## src/rtl/mcpf_pkg.sv

```systemverilog
// Package for the motor command packet framer: packet types, constants
// and the byte-wide CRC-16 update. No dependencies.
package mcpf_pkg;

  localparam int unsigned PktLen       = 5;
  localparam int unsigned QueueDepthDf = 2;
  localparam logic [15:0] CrcPoly      = 16'h1021;
  localparam logic [15:0] CrcInit      = 16'h0000;
  localparam logic [7:0]  SpeedMax     = 8'd127;

  // Command byte: bit 2 selects the motor, bit 0 selects backward.
  localparam logic [7:0]  CmdMotorBit  = 8'h04;
  localparam logic [7:0]  CmdBackBit   = 8'h01;

  // Position of a byte within the packet.
  typedef enum logic [2:0] {
    PosAddr  = 3'd0,
    PosCmd   = 3'd1,
    PosSpeed = 3'd2,
    PosCrcHi = 3'd3,
    PosCrcLo = 3'd4
  } pkt_pos_t;

  // One classified command, as it sits in the queue.
  typedef struct packed {
    logic [7:0] addr;
    logic [7:0] cmd;
    logic [7:0] mag;
  } pkt_hdr_t;

  // Queue handshake toward the back end.
  typedef struct packed {
    logic empty;
    logic full;
  } q_stat_t;

  // CRC-16, MSB first: fold in one byte, eight shift steps.
  function automatic logic [15:0] crc_byte(input logic [15:0] crc, input logic [7:0] b);
    logic [15:0] acc;
    acc = crc ^ {b, 8'h00};
    for (int k = 0; k < 8; k++) begin
      if (acc[15]) begin
        acc = {acc[14:0], 1'b0} ^ CrcPoly;
      end else begin
        acc = {acc[14:0], 1'b0};
      end
    end
    return acc;
  endfunction

endpackage

```

## src/rtl/motor_command_packet_framer_core.sv

```systemverilog
// Top level of the motor command packet framer: front end, header queue
// and byte sequencer. Depends on mcpf_pkg, mcpf_front, mcpf_queue, mcpf_back.
//
// Each command transaction (controller address, motor bit, signed speed)
// produces a five-byte packet on the output channel: address, command byte
// (0/4 forward, 1/5 backward for motor 0/1; speed >= 0 is forward), speed
// magnitude clamped to 127 (-128 gives 127), then CRC-16 (poly 0x1021,
// init 0, MSB first, no final xor) over those three bytes, high byte
// first. out_last marks the fifth byte. The output is one byte per
// transaction, so a packet is five transactions, paced by the byte
// sequencer's output register. A command is queued before its first
// byte is registered out. The front end classifies a command in the
// cycle it arrives and parks it in a QueueDepth-entry queue, so in_ready
// stays high while a packet is still being sent or stalled; it drops only
// when the queue is full. The CRC is folded one byte per cycle as bytes
// go out, held while stalled, so it is ready when the CRC bytes are due.
module motor_command_packet_framer_core #(
  parameter int unsigned QueueDepth = mcpf_pkg::QueueDepthDf  // 2..8
) (
  input  logic              clk,
  input  logic              rst_n,
  input  logic              in_valid,
  output logic              in_ready,
  input  logic [7:0]        in_controller_address,
  input  logic              in_motor,
  input  logic signed [7:0] in_speed,
  output logic              out_valid,
  input  logic              out_ready,
  output logic [7:0]        out_byte,
  output logic              out_last
);
  import mcpf_pkg::*;

  q_stat_t  q_stat;
  logic     q_push;
  logic     q_pop;
  pkt_hdr_t q_wdata;
  pkt_hdr_t q_rdata;

  // Front end: accept and classify.
  mcpf_front u_front (
    .in_valid              (in_valid),
    .in_ready              (in_ready),
    .in_controller_address (in_controller_address),
    .in_motor              (in_motor),
    .in_speed              (in_speed),
    .q_stat                (q_stat),
    .q_push                (q_push),
    .q_wdata               (q_wdata)
  );

  // Decoupling queue.
  mcpf_queue #(
    .Depth (QueueDepth)
  ) u_queue (
    .clk   (clk),
    .rst_n (rst_n),
    .push  (q_push),
    .wdata (q_wdata),
    .pop   (q_pop),
    .rdata (q_rdata),
    .stat  (q_stat)
  );

  // Back end: serialize and append CRC.
  mcpf_back u_back (
    .clk       (clk),
    .rst_n     (rst_n),
    .q_stat    (q_stat),
    .q_rdata   (q_rdata),
    .q_pop     (q_pop),
    .out_valid (out_valid),
    .out_ready (out_ready),
    .out_byte  (out_byte),
    .out_last  (out_last)
  );

endmodule

```

## src/rtl/mcpf_front.sv

```systemverilog
// Front end: takes a command transaction and builds the packet header
// (address, command byte, clamped speed magnitude). Uses mcpf_pkg.
module mcpf_front (
  input  logic                in_valid,
  output logic                in_ready,
  input  logic [7:0]          in_controller_address,
  input  logic                in_motor,
  input  logic signed [7:0]   in_speed,
  input  mcpf_pkg::q_stat_t   q_stat,
  output logic                q_push,
  output mcpf_pkg::pkt_hdr_t  q_wdata
);
  import mcpf_pkg::*;

  logic       backward;
  logic [7:0] neg_mag;

  assign backward = in_speed[7];
  // Two's complement negate; only -128 lands above the clamp.
  assign neg_mag  = 8'(~in_speed) + 8'd1;

  assign in_ready = !q_stat.full;
  assign q_push   = in_valid && in_ready;

  always_comb begin
    q_wdata.addr = in_controller_address;
    q_wdata.cmd  = (in_motor ? CmdMotorBit : 8'h00) | (backward ? CmdBackBit : 8'h00);
    if (!backward) begin
      q_wdata.mag = in_speed;
    end else if (neg_mag > SpeedMax) begin
      q_wdata.mag = SpeedMax;
    end else begin
      q_wdata.mag = neg_mag;
    end
  end

endmodule

```

## src/rtl/mcpf_queue.sv

```systemverilog
// Small register FIFO of packet headers between front and back end.
// Uses mcpf_pkg.
module mcpf_queue #(
  parameter int unsigned Depth = mcpf_pkg::QueueDepthDf  // 2..8
) (
  input  logic                clk,
  input  logic                rst_n,
  input  logic                push,
  input  mcpf_pkg::pkt_hdr_t  wdata,
  input  logic                pop,
  output mcpf_pkg::pkt_hdr_t  rdata,
  output mcpf_pkg::q_stat_t   stat
);
  import mcpf_pkg::*;

  localparam int unsigned PtrW = (Depth > 1) ? $clog2(Depth) : 1;
  localparam int unsigned CntW = $clog2(Depth + 1);

  pkt_hdr_t        mem_r [Depth];
  logic [PtrW-1:0] wr_ptr_r, wr_ptr_nxt;
  logic [PtrW-1:0] rd_ptr_r, rd_ptr_nxt;
  logic [CntW-1:0] cnt_r, cnt_nxt;

  assign stat.empty = (cnt_r == '0);
  assign stat.full  = (cnt_r == CntW'(Depth));
  assign rdata      = mem_r[rd_ptr_r];

  always_comb begin
    wr_ptr_nxt = wr_ptr_r;
    rd_ptr_nxt = rd_ptr_r;
    cnt_nxt    = cnt_r;
    if (push) begin
      wr_ptr_nxt = (wr_ptr_r == PtrW'(Depth - 1)) ? '0 : wr_ptr_r + 1'b1;
    end
    if (pop) begin
      rd_ptr_nxt = (rd_ptr_r == PtrW'(Depth - 1)) ? '0 : rd_ptr_r + 1'b1;
    end
    if (push && !pop) begin
      cnt_nxt = cnt_r + 1'b1;
    end else if (pop && !push) begin
      cnt_nxt = cnt_r - 1'b1;
    end
  end

  always_ff @(posedge clk) begin
    if (!rst_n) begin
      wr_ptr_r <= '0;
      rd_ptr_r <= '0;
      cnt_r    <= '0;
    end else begin
      wr_ptr_r <= wr_ptr_nxt;
      rd_ptr_r <= rd_ptr_nxt;
      cnt_r    <= cnt_nxt;
    end
  end

  always_ff @(posedge clk) begin
    if (push) begin
      mem_r[wr_ptr_r] <= wdata;
    end
  end

endmodule

```

## src/rtl/mcpf_back.sv

```systemverilog
// Back end: walks the head header out one byte per transaction, folds the
// first three bytes into the CRC and appends it. Uses mcpf_pkg.
module mcpf_back (
  input  logic                clk,
  input  logic                rst_n,
  input  mcpf_pkg::q_stat_t   q_stat,
  input  mcpf_pkg::pkt_hdr_t  q_rdata,
  output logic                q_pop,
  output logic                out_valid,
  input  logic                out_ready,
  output logic [7:0]          out_byte,
  output logic                out_last
);
  import mcpf_pkg::*;

  pkt_pos_t    pos_r, pos_nxt;
  logic        out_valid_r, out_valid_nxt;
  logic [7:0]  out_byte_r, out_byte_nxt;
  logic        out_last_r, out_last_nxt;
  logic [15:0] crc_r, crc_nxt;
  logic [15:0] crc_base;
  logic        load;
  logic [7:0]  cur_byte;

  assign load     = !q_stat.empty && (!out_valid_r || out_ready);
  assign crc_base = (pos_r == PosAddr) ? CrcInit : crc_r;

  always_comb begin
    case (pos_r)
      PosAddr:  cur_byte = q_rdata.addr;
      PosCmd:   cur_byte = q_rdata.cmd;
      PosSpeed: cur_byte = q_rdata.mag;
      PosCrcHi: cur_byte = crc_r[15:8];
      PosCrcLo: cur_byte = crc_r[7:0];
      default:  cur_byte = 8'h00;
    endcase
  end

  always_comb begin
    pos_nxt       = pos_r;
    crc_nxt       = crc_r;
    out_byte_nxt  = out_byte_r;
    out_last_nxt  = out_last_r;
    out_valid_nxt = out_valid_r;
    q_pop         = 1'b0;
    if (load) begin
      out_valid_nxt = 1'b1;
      out_byte_nxt  = cur_byte;
      out_last_nxt  = (pos_r == PosCrcLo);
      case (pos_r)
        PosAddr, PosCmd, PosSpeed: begin
          crc_nxt = crc_byte(crc_base, cur_byte);
        end
        default: begin
          crc_nxt = crc_r;
        end
      endcase
      if (pos_r == PosCrcLo) begin
        pos_nxt = PosAddr;
        q_pop   = 1'b1;
      end else begin
        pos_nxt = pkt_pos_t'(pos_r + 3'd1);
      end
    end else if (out_ready) begin
      out_valid_nxt = 1'b0;
    end
  end

  always_ff @(posedge clk) begin
    if (!rst_n) begin
      pos_r       <= PosAddr;
      out_valid_r <= 1'b0;
    end else begin
      pos_r       <= pos_nxt;
      out_valid_r <= out_valid_nxt;
    end
  end

  always_ff @(posedge clk) begin
    crc_r      <= crc_nxt;
    out_byte_r <= out_byte_nxt;
    out_last_r <= out_last_nxt;
  end

  assign out_valid = out_valid_r;
  assign out_byte  = out_byte_r;
  assign out_last  = out_last_r;

`ifndef ASSERT_OFF
  // While the final byte is shown, the sequencer is already back at the packet start.
  a_last_wraps: assert property (@(posedge clk) disable iff (!rst_n)
    (out_valid_r && out_last_r) |-> (pos_r == PosAddr))
    else $error("last byte shown but byte position not reset");

  // A header leaves the queue only with the final byte of its packet.
  a_pop_on_last: assert property (@(posedge clk) disable iff (!rst_n)
    q_pop |=> (out_valid_r && out_last_r))
    else $error("queue popped without a last byte");

  // Mid-packet, the head header must still be present.
  a_head_held: assert property (@(posedge clk) disable iff (!rst_n)
    (pos_r != PosAddr) |-> !q_stat.empty)
    else $error("queue empty in the middle of a packet");

  // Byte position stays within the packet.
  a_pos_range: assert property (@(posedge clk) disable iff (!rst_n)
    (pos_r == PosAddr || pos_r == PosCmd || pos_r == PosSpeed ||
     pos_r == PosCrcHi || pos_r == PosCrcLo))
    else $error("byte position out of range");
`endif

endmodule

```

## config.mk

```make
export PLATFORM = sky130hd
export DESIGN_NAME = motor_command_packet_framer_core
export DESIGN_NICKNAME = d
export VERILOG_FILES = /design/src/rtl/mcpf_pkg.sv /design/src/rtl/motor_command_packet_framer_core.sv /design/src/rtl/mcpf_front.sv /design/src/rtl/mcpf_queue.sv /design/src/rtl/mcpf_back.sv
export SDC_FILE = /design/constraint.sdc
export NUM_CORES = 1
export LEC_CHECK = 0
export BUFFER_PORTS_ARGS = -buffer_cell sky130_fd_sc_hd__buf_2
export CAP_MARGIN = 40
export CORE_AREA = 10 10 108 110
export DETAILED_ROUTE_END_ITERATION = 7
export DIE_AREA = 0 0 118 120
export GPL_ROUTABILITY_DRIVEN = 0
export PLACE_DENSITY = 0.66
export SYNTH_ARGS = -nofsm -noshare
export SYNTH_HDL_FRONTEND = slang
export SYNTH_HIERARCHICAL = 1
export SYNTH_SLANG_ARGS = --single-unit
```

## constraint.sdc

```tcl
create_clock -name clk -period 8.7 [get_ports clk]
set_clock_uncertainty 0.2 [all_clocks]
set_input_delay 1.74 -clock clk [delete_from_list [all_inputs] [get_ports clk]]
set_output_delay 1.74 -clock clk [all_outputs]
set_load 0.02 [all_outputs]
```

==> results.json, run 1 <==
{
  "status": "completed",
  "initialDrtViolationCount": 191,
  "synth_top_cell_by_area": "edfxtp_1",
  "synthMuxAreaShare_pct": 6.78,
  "maxCapViolations": 0,
  "insertedDiodeCount": 0,
  "synth.area.top_cells": "edfxtp_1, mux2_2, dfxtp_1",
  "viasPerCell": 5.17,
  "synthAdderAreaFrac_pct": 2.11,
  "synth_compound_area_share_pct": 11.8,
  "layout-drive-gt1-share_pct": 25.7,
  "clockBufferDepth": 2,
  "numPortBuffers": 31,
  "irDropWorstVdd_mv": 0.117,
  "syn_area_per_cell_um2": 13.1,
  "first_pass_iters": 5,
  "crit_buf_inv": 1,
  "slowest_delay_ps": 880,
  "rsz0062_at_grt": "no",
  "finalSetupViolCount": 0,
  "globalRouteTotalUtil_pct": 10.7,
  "max_slew.worst_pin.slew_ps": 841,
  "pwr_density_cell_nw_per_um2": 283,
  "start_kind": "flip-flop",
  "max_clock_freq_mhz": 307,
  "rows": 36,
  "period_minus_slack_ps": 3260,
  "antenna_found_initial": 0,
  "place_hpwl_um": 5060,
  "hold_class": "reg -> reg",
  "ys.flop_type": "edfxtp_1",
  "worst_slack_ps": 5440,
  "crit_start": "u_back/pos_r[2]$_SDFFE_PN0P_",
  "synth_edf_count": 73,
  "drc": 0,
  "ctsHoldBuffers": 0,
  "clkSinkCount": 82,
  "crit_chain": "inv_1 -> ha_1 -> and3b_1 -> a221o_1 -> a211oi_4 -> xnor2_1 -> xnor2_1",
  "drv_slew": 0,
  "cts_root_buffer": "clkbuf_8",
  "clk_latency_ps": 360,
  "fp.dieW_um": 118,
  "io_pins": 32,
  "path_class": "reg -> reg",
  "synth_top_area_share_pct": 52.8,
  "finalCritPeriodShare_pct": 37.4,
  "crit_family": "flip-flops",
  "synth.most_common_cell": "edfxtp_1",
  "hold_violations": 0,
  "worstReg2RegEnd": "u_back/crc_r[6]$_DFFE_PP_",
  "cp.depth": 7,
  "p_leak_nw": 1.58,
  "synth_seq_area_share_pct": 57.2,
  "postCtsResizedCells": 0,
  "grt_pass1_vias": 2475,
  "synth_async_sr_flop_share_pct": 0,
  "synth_xor_area_share_pct": 6.72,
  "syn_area_um2": 4150,
  "synthSimpleGateAreaFrac_pct": 8.80,
  "coreArea_um2": 9550,
  "synth_warnings": 6,
  "r2r-start": "u_back/pos_r[2]$_SDFFE_PN0P_",
  "drt-total-wl_um": 7260,
  "start_util_pct": 43.5,
  "ys_types": 52,
  "fin_tns_setup_ps": 0,
  "ff2ff_path_depth": 7,
  "die-area_um2": 14200,
  "crit_slowest_cell": "dfxtp_1",
  "cp.arrival_ps": 3150,
  "die_h_um": 120,
  "relSlewSlack_pct": 43.9,
  "grt.overflow.total": 0,
  "cts_setup_buffers": 0,
  "critical_path.endpoint_type": "flip-flop",
  "r2r_setup_slack_ps": 5440,
  "htree_levels": 3,
  "numCtsBuffers": 9,
  "postRouteAntennaNets": 0,
  "path_clk_slew_ps": 90,
  "path_max_fanout": 26,
  "dp_slack_ps": 5180,
  "synthCells": 318,
  "cpMostUsedCell": "xnor2_1",
  "grt_max_degree": 27,
  "required_ps": 8600,
  "routedWlPerCell_um": 15.3,
  "grt_pass1_wl_um": 12200,
  "synth-seq-cells": 82,
  "synth_top_family_by_area": "compound AO/OA/AOI/OAI gates",
  "nets": 366,
  "route.vias.total": 2461,
  "areaGrowthSynthToFinish_pct": 10.0,
  "cts_tree": "built",
  "setup.worst_path.end": "u_back/crc_r[6]$_DFFE_PP_",
  "synth_top_cells_by_count": "edfxtp_1, mux2_2, nand2_1"
}
registers in the layout, summed over array words and instances, names as in the netlist, named ones only:
register and flops:
u_queue/rd_ptr_r 1, u_back/out_byte 8, u_queue/mem_r 48, u_back/crc_r 16, u_queue/cnt_r 2, u_queue/wr_ptr_r 1
u_back/pos_r 3, u_back/out_valid 1, u_back/out_last 1
where the power goes:
group	internal (mW)	switching [mW]
logic	0.178	0.230
registers	0.552	0.0461
clock network	0.138	0.147
worst min path at each step:
stage                                  startpoint                             to  slack, ps  depth (start not counted)
finish              u_back/out_valid$_SDFFE_PN0P_  u_back/out_valid$_SDFFE_PN0P_        310                          2
global route         u_back/pos_r[1]$_SDFFE_PN0P_   u_back/pos_r[1]$_SDFFE_PN0P_        350                          2
CTS                  u_back/pos_r[1]$_SDFFE_PN0P_   u_back/pos_r[1]$_SDFFE_PN0P_        320                          2
detailed placement  u_back/out_valid$_SDFFE_PN0P_  u_back/out_valid$_SDFFE_PN0P_        300                          2
global placement    u_queue/cnt_r[1]$_SDFFE_PN0P_  u_queue/cnt_r[1]$_SDFFE_PN0P_        280                          2
floorplan           u_queue/cnt_r[1]$_SDFFE_PN0P_  u_queue/cnt_r[1]$_SDFFE_PN0P_        270                          2
layout make-up:
type	count	area (um2)
repair buffers	36	240
fillers	905	4980
multi-input cells	198	1540
flip-flops and latches	82	2370
well taps	133	166
inverters	11	41.3
clock inverters	7	83.8
clock buffers	9	124
per-layer routing:
layer	up-vias	track usage (%)	share of wire, %
met5	-	0	0
met2	62	16.8	48
li1	1207	-	-
met1	1187	13.2	45
met4	0	3.71	1.1
met3	5	3.98	5.8
worst register-to-register path, stage by stage, from the launching register on:
cell      delay [ps]
dfxtp_1          880
inv_1            230
ha_1             430
and3b_1          250
a221o_1          300
a211oi_4         390
xnor2_1          170
xnor2_1          150
layout by cell type (no fill, tap or decap), types with 5 or more instances in the layout:
master,instances
ha_1,7
a21oi_1,6
xnor2_1,19
nor2b_1,6
nand2_1,22
o21ai_0,7
mux2_2,25
inv_1,11
edfxtp_1,73
clkbuf_8,9
a222oi_1,7
buf_2,31
xor2_1,11
dfxtp_1,9
a32oi_1,5
and2_1,8
nor2_1,10
conb_1,7
metrics by stage:
| step | instance area [um2] | hold WS [ps] | total power [mW] | cells | util [%] |
|---|---|---|---|---|---|
| 3_3_place_gp | 4290 | 280 | 0.996 | 457 | 44.9 |
| 2_1_floorplan | 4170 | 266 | 0.924 | 324 | - |
| 4_1_cts | 4570 | 316 | 1.31 | 476 | 47.8 |
| 6_report | 4570 | 314 | 1.29 | 476 | 47.8 |
| 3_5_place_dp | 4360 | 303 | 1.02 | 460 | 45.6 |
| 5_1_grt | 4570 | 351 | 1.37 | 476 | 47.8 |
kinds of logic (layout without fill, tap and decap cells):
logic type      after synthesis  count (layout)
flops                        82              82
mux                          25              25
buf+inv                      44              63
compound gates               60              60
xor+xnor                     31              31
other cells                   1               7
simple gates                 68              68
fa+ha+maj                     7               7
(Power assumes the default switching activity.)
==> inputs of run 2 (changes only) <==
ABC_AREA = 1   (was unset)
CORE_AREA = 10 10 112 114   (was 10 10 108 110)
DIE_AREA = 0 0 122 124   (was 0 0 118 120)
clock period = 3 ns   (was 8.7 ns; I/O delays follow)
==> run 2 against run 1 <==
Against the previous run:
- combinational power increased to 5.3 times the previous value
- clock power increased to 2.9 times the previous value
- routed wire length increased by 15%
- utilization decreased by 0.30 points
- first-iteration DRC count increased by 23%
- worst hold slack got worse by 90 ps
- area after synthesis increased by 8.5%
- final area increased by 6.5%
- clock-buffer cell count unchanged
- critical path type unchanged
- largest cell class unchanged
- largest power group is now combinational logic
==> results.json, run 2 <==
{
  "worst_slack_ps": 452,
  "synth_top_cells_by_count": "nand2_1, edfxtp_1, inv_1",
  "cts_setup_buffers": 0,
  "path_max_fanout": 16,
  "largest_register_ffs": 48,
  "required_ps": 2920,
  "globalRouteTotalUtil_pct": 11.7,
  "route.vias.total": 2928,
  "initialDrtViolationCount": 234,
  "dpl_cell_area_um2": 4650,
  "cpMostUsedCell": "nand2_1",
  "power.share.sequential_pct": 38.1,
  "die-area_um2": 15100,
  "p_leak_nw": 2.15,
  "num-fill-cells": 946,
  "grt.overflow.total": 0,
  "synth-seq-cells": 82,
  "p_sw_mw": 2.02,
  "dp_cells": 601,
  "power_mw": 4.84,
  "ys.flop_type": "edfxtp_1",
  "clockPowerShare_pct": 17.3,
  "combPwrFrac_pct": 44.7,
  "syn_area_um2": 4500,
  "synth_top_area_share_pct": 48.7,
  "coreArea_um2": 10200,
  "max_slew.worst_pin.slew_ps": 705,
  "hold_ws_ps": 224,
  "fin_tns_setup_ps": 0,
  "relSlewSlack_pct": 53.0,
  "final_common_cell": "nand2_1",
  "synth_seq_area_share_pct": 52.7,
  "numPortBuffers": 31,
  "path_class": "reg -> reg",
  "stdcell_area_um2": 4860,
  "insertedDiodeCount": 0,
  "numCtsBuffers": 9,
  "grt_pass1_wl_um": 14000,
  "critical_path.endpoint_type": "flip-flop",
  "stdcell_count": 617,
  "slowest_delay_ps": 630,
  "nets": 504,
  "finalSetupViolCount": 0,
  "layout-drive-gt1-share_pct": 25.4,
  "p_sw_share_pct": 41.7,
  "drt-total-wl_um": 8350,
  "synth_top_cell_by_area": "edfxtp_1",
  "hold_violations": 0,
  "areaGrowthSynthToFinish_pct": 7.98,
  "multi_input_area_um2": 1720,
  "crit_buf_inv": 3,
  "final-seq-area_um2": 2370,
  "place_hpwl_um": 6280,
  "dp_slack_ps": 478,
  "status": "completed",
  "htree_levels": 3,
  "io_pins": 32,
  "clk_latency_ps": 360,
  "fp.dieW_um": 122,
  "ctsHoldBuffers": 0,
  "finalCritPeriodShare_pct": 84.9,
  "max_clock_freq_mhz": 392,
  "p_int_mw": 2.82,
  "synth_async_sr_flop_share_pct": 0,
  "grt_max_degree": 25,
  "cts_tree": "built",
  "rsz0062_at_grt": "no",
  "antenna_found_initial": 0,
  "routedWlPerCell_um": 13.5,
  "hold_class": "in -> reg",
  "ys_types": 33,
  "synthCells": 450,
  "fin_util_pct": 47.5,
  "viasPerCell": 4.75,
  "cp.arrival_ps": 2470,
  "first_pass_iters": 5,
  "synth.area.top_cells": "edfxtp_1, nand2_1, mux2_4",
  "crit_chain": "inv_1 -> ha_1 -> nand2_2 -> inv_1 -> nand2_1 -> nand2_1 -> inv_2 -> nand2_2 -> nand2_1 -> nand2_1 -> nand2_2 -> nand3_1 -> nand2_1",
  "crit_family": "simple AND/OR/NAND/NOR gates",
  "synth_warnings": 6,
  "path_clk_slew_ps": 90,
  "drv_slew": 0,
  "postCtsResizedCells": 0,
  "period_minus_slack_ps": 2550,
  "die_h_um": 124,
  "mostFrequentLayoutCells": "nand2_1, edfxtp_1, inv_1, nand3_1, buf_2",
  "synth.most_common_cell": "nand2_1",
  "clockBufferDepth": 2,
  "start_kind": "flip-flop",
  "crit_slowest_cell": "ha_1",
  "maxCapViolations": 0,
  "syn_area_per_cell_um2": 10.0,
  "pwr_density_cell_nw_per_um2": 996,
  "clkSinkCount": 82,
  "cts_root_buffer": "clkbuf_8",
  "synth_edf_count": 73,
  "regMostFlops": "u_queue/mem_r",
  "irDropWorstVdd_mv": 0.404,
  "drc": 0,
  "grt_pass1_vias": 3020,
  "postRouteAntennaNets": 0,
  "rows": 37,
  "start_util_pct": 44.0
}
[run 2: cell count changes in the layout (fill, tap and decap cells not counted), sizes merged, moves of 20 or more]
cell,delta
inv,+37
nor2,+27
nand2,+124
nand3,+47
xnor2,-20
[run 2: final timing paths]
kind	cells past startpoint	slack, ps	end	start
max	13	450	u_back/crc_r[6]$_DFFE_PP_	u_back/pos_r[0]$_SDFFE_PN0P_
min	1	220	u_queue/mem_r[0][19]$_DFFE_PP_	in_controller_address[3]
max reg2reg	13	450	u_back/crc_r[6]$_DFFE_PP_	u_back/pos_r[0]$_SDFFE_PN0P_
min reg2reg	2	280	u_back/out_valid$_SDFFE_PN0P_	u_back/out_valid$_SDFFE_PN0P_
[run 2: cell families after synthesis]
group | count (synthesis) | synth area share (%)
compound gates | 16 | 1.95
fa+ha+maj | 7 | 1.95
other cells | 1 | 0.0833
flops | 82 | 52.7
mux | 24 | 7.67
xor+xnor | 3 | 0.584
buf+inv | 76 | 9.59
simple gates | 241 | 25.5
[run 2: area by class of cell]
type	count	share of cell area (%)
clock buffer	9	2.55
timing repair buffer	36	3.96
clock inverter	7	1.80
multi-input combinational	298	35.4
sequential	82	48.8
tap	136	3.50
inverter	49	3.94
[run 2: power by group through the flow]
stage | Sequential [mW] | Combinational, mW | Clock [mW]
2_1_floorplan | 1.89 | 1.69 | 0
3_3_place_gp | 1.87 | 2.09 | 0
3_5_place_dp | 1.87 | 2.17 | 0
4_1_cts | 1.85 | 2.17 | 0.863
5_1_grt | 1.88 | 2.48 | 0.909
6_report | 1.84 | 2.16 | 0.835
[run 2: routing by layer]
| layer | GRT usage (%) | vias up | wire length, um |
|---|---|---|---|
| li1 | - | 1518 | - |
| met1 | 13.3 | 1332 | 3630 |
| met2 | 20.7 | 70 | 4120 |
| met3 | 2.49 | 8 | 468 |
| met4 | 5.44 | 0 | 124 |
| met5 | 0 | - | 0 |
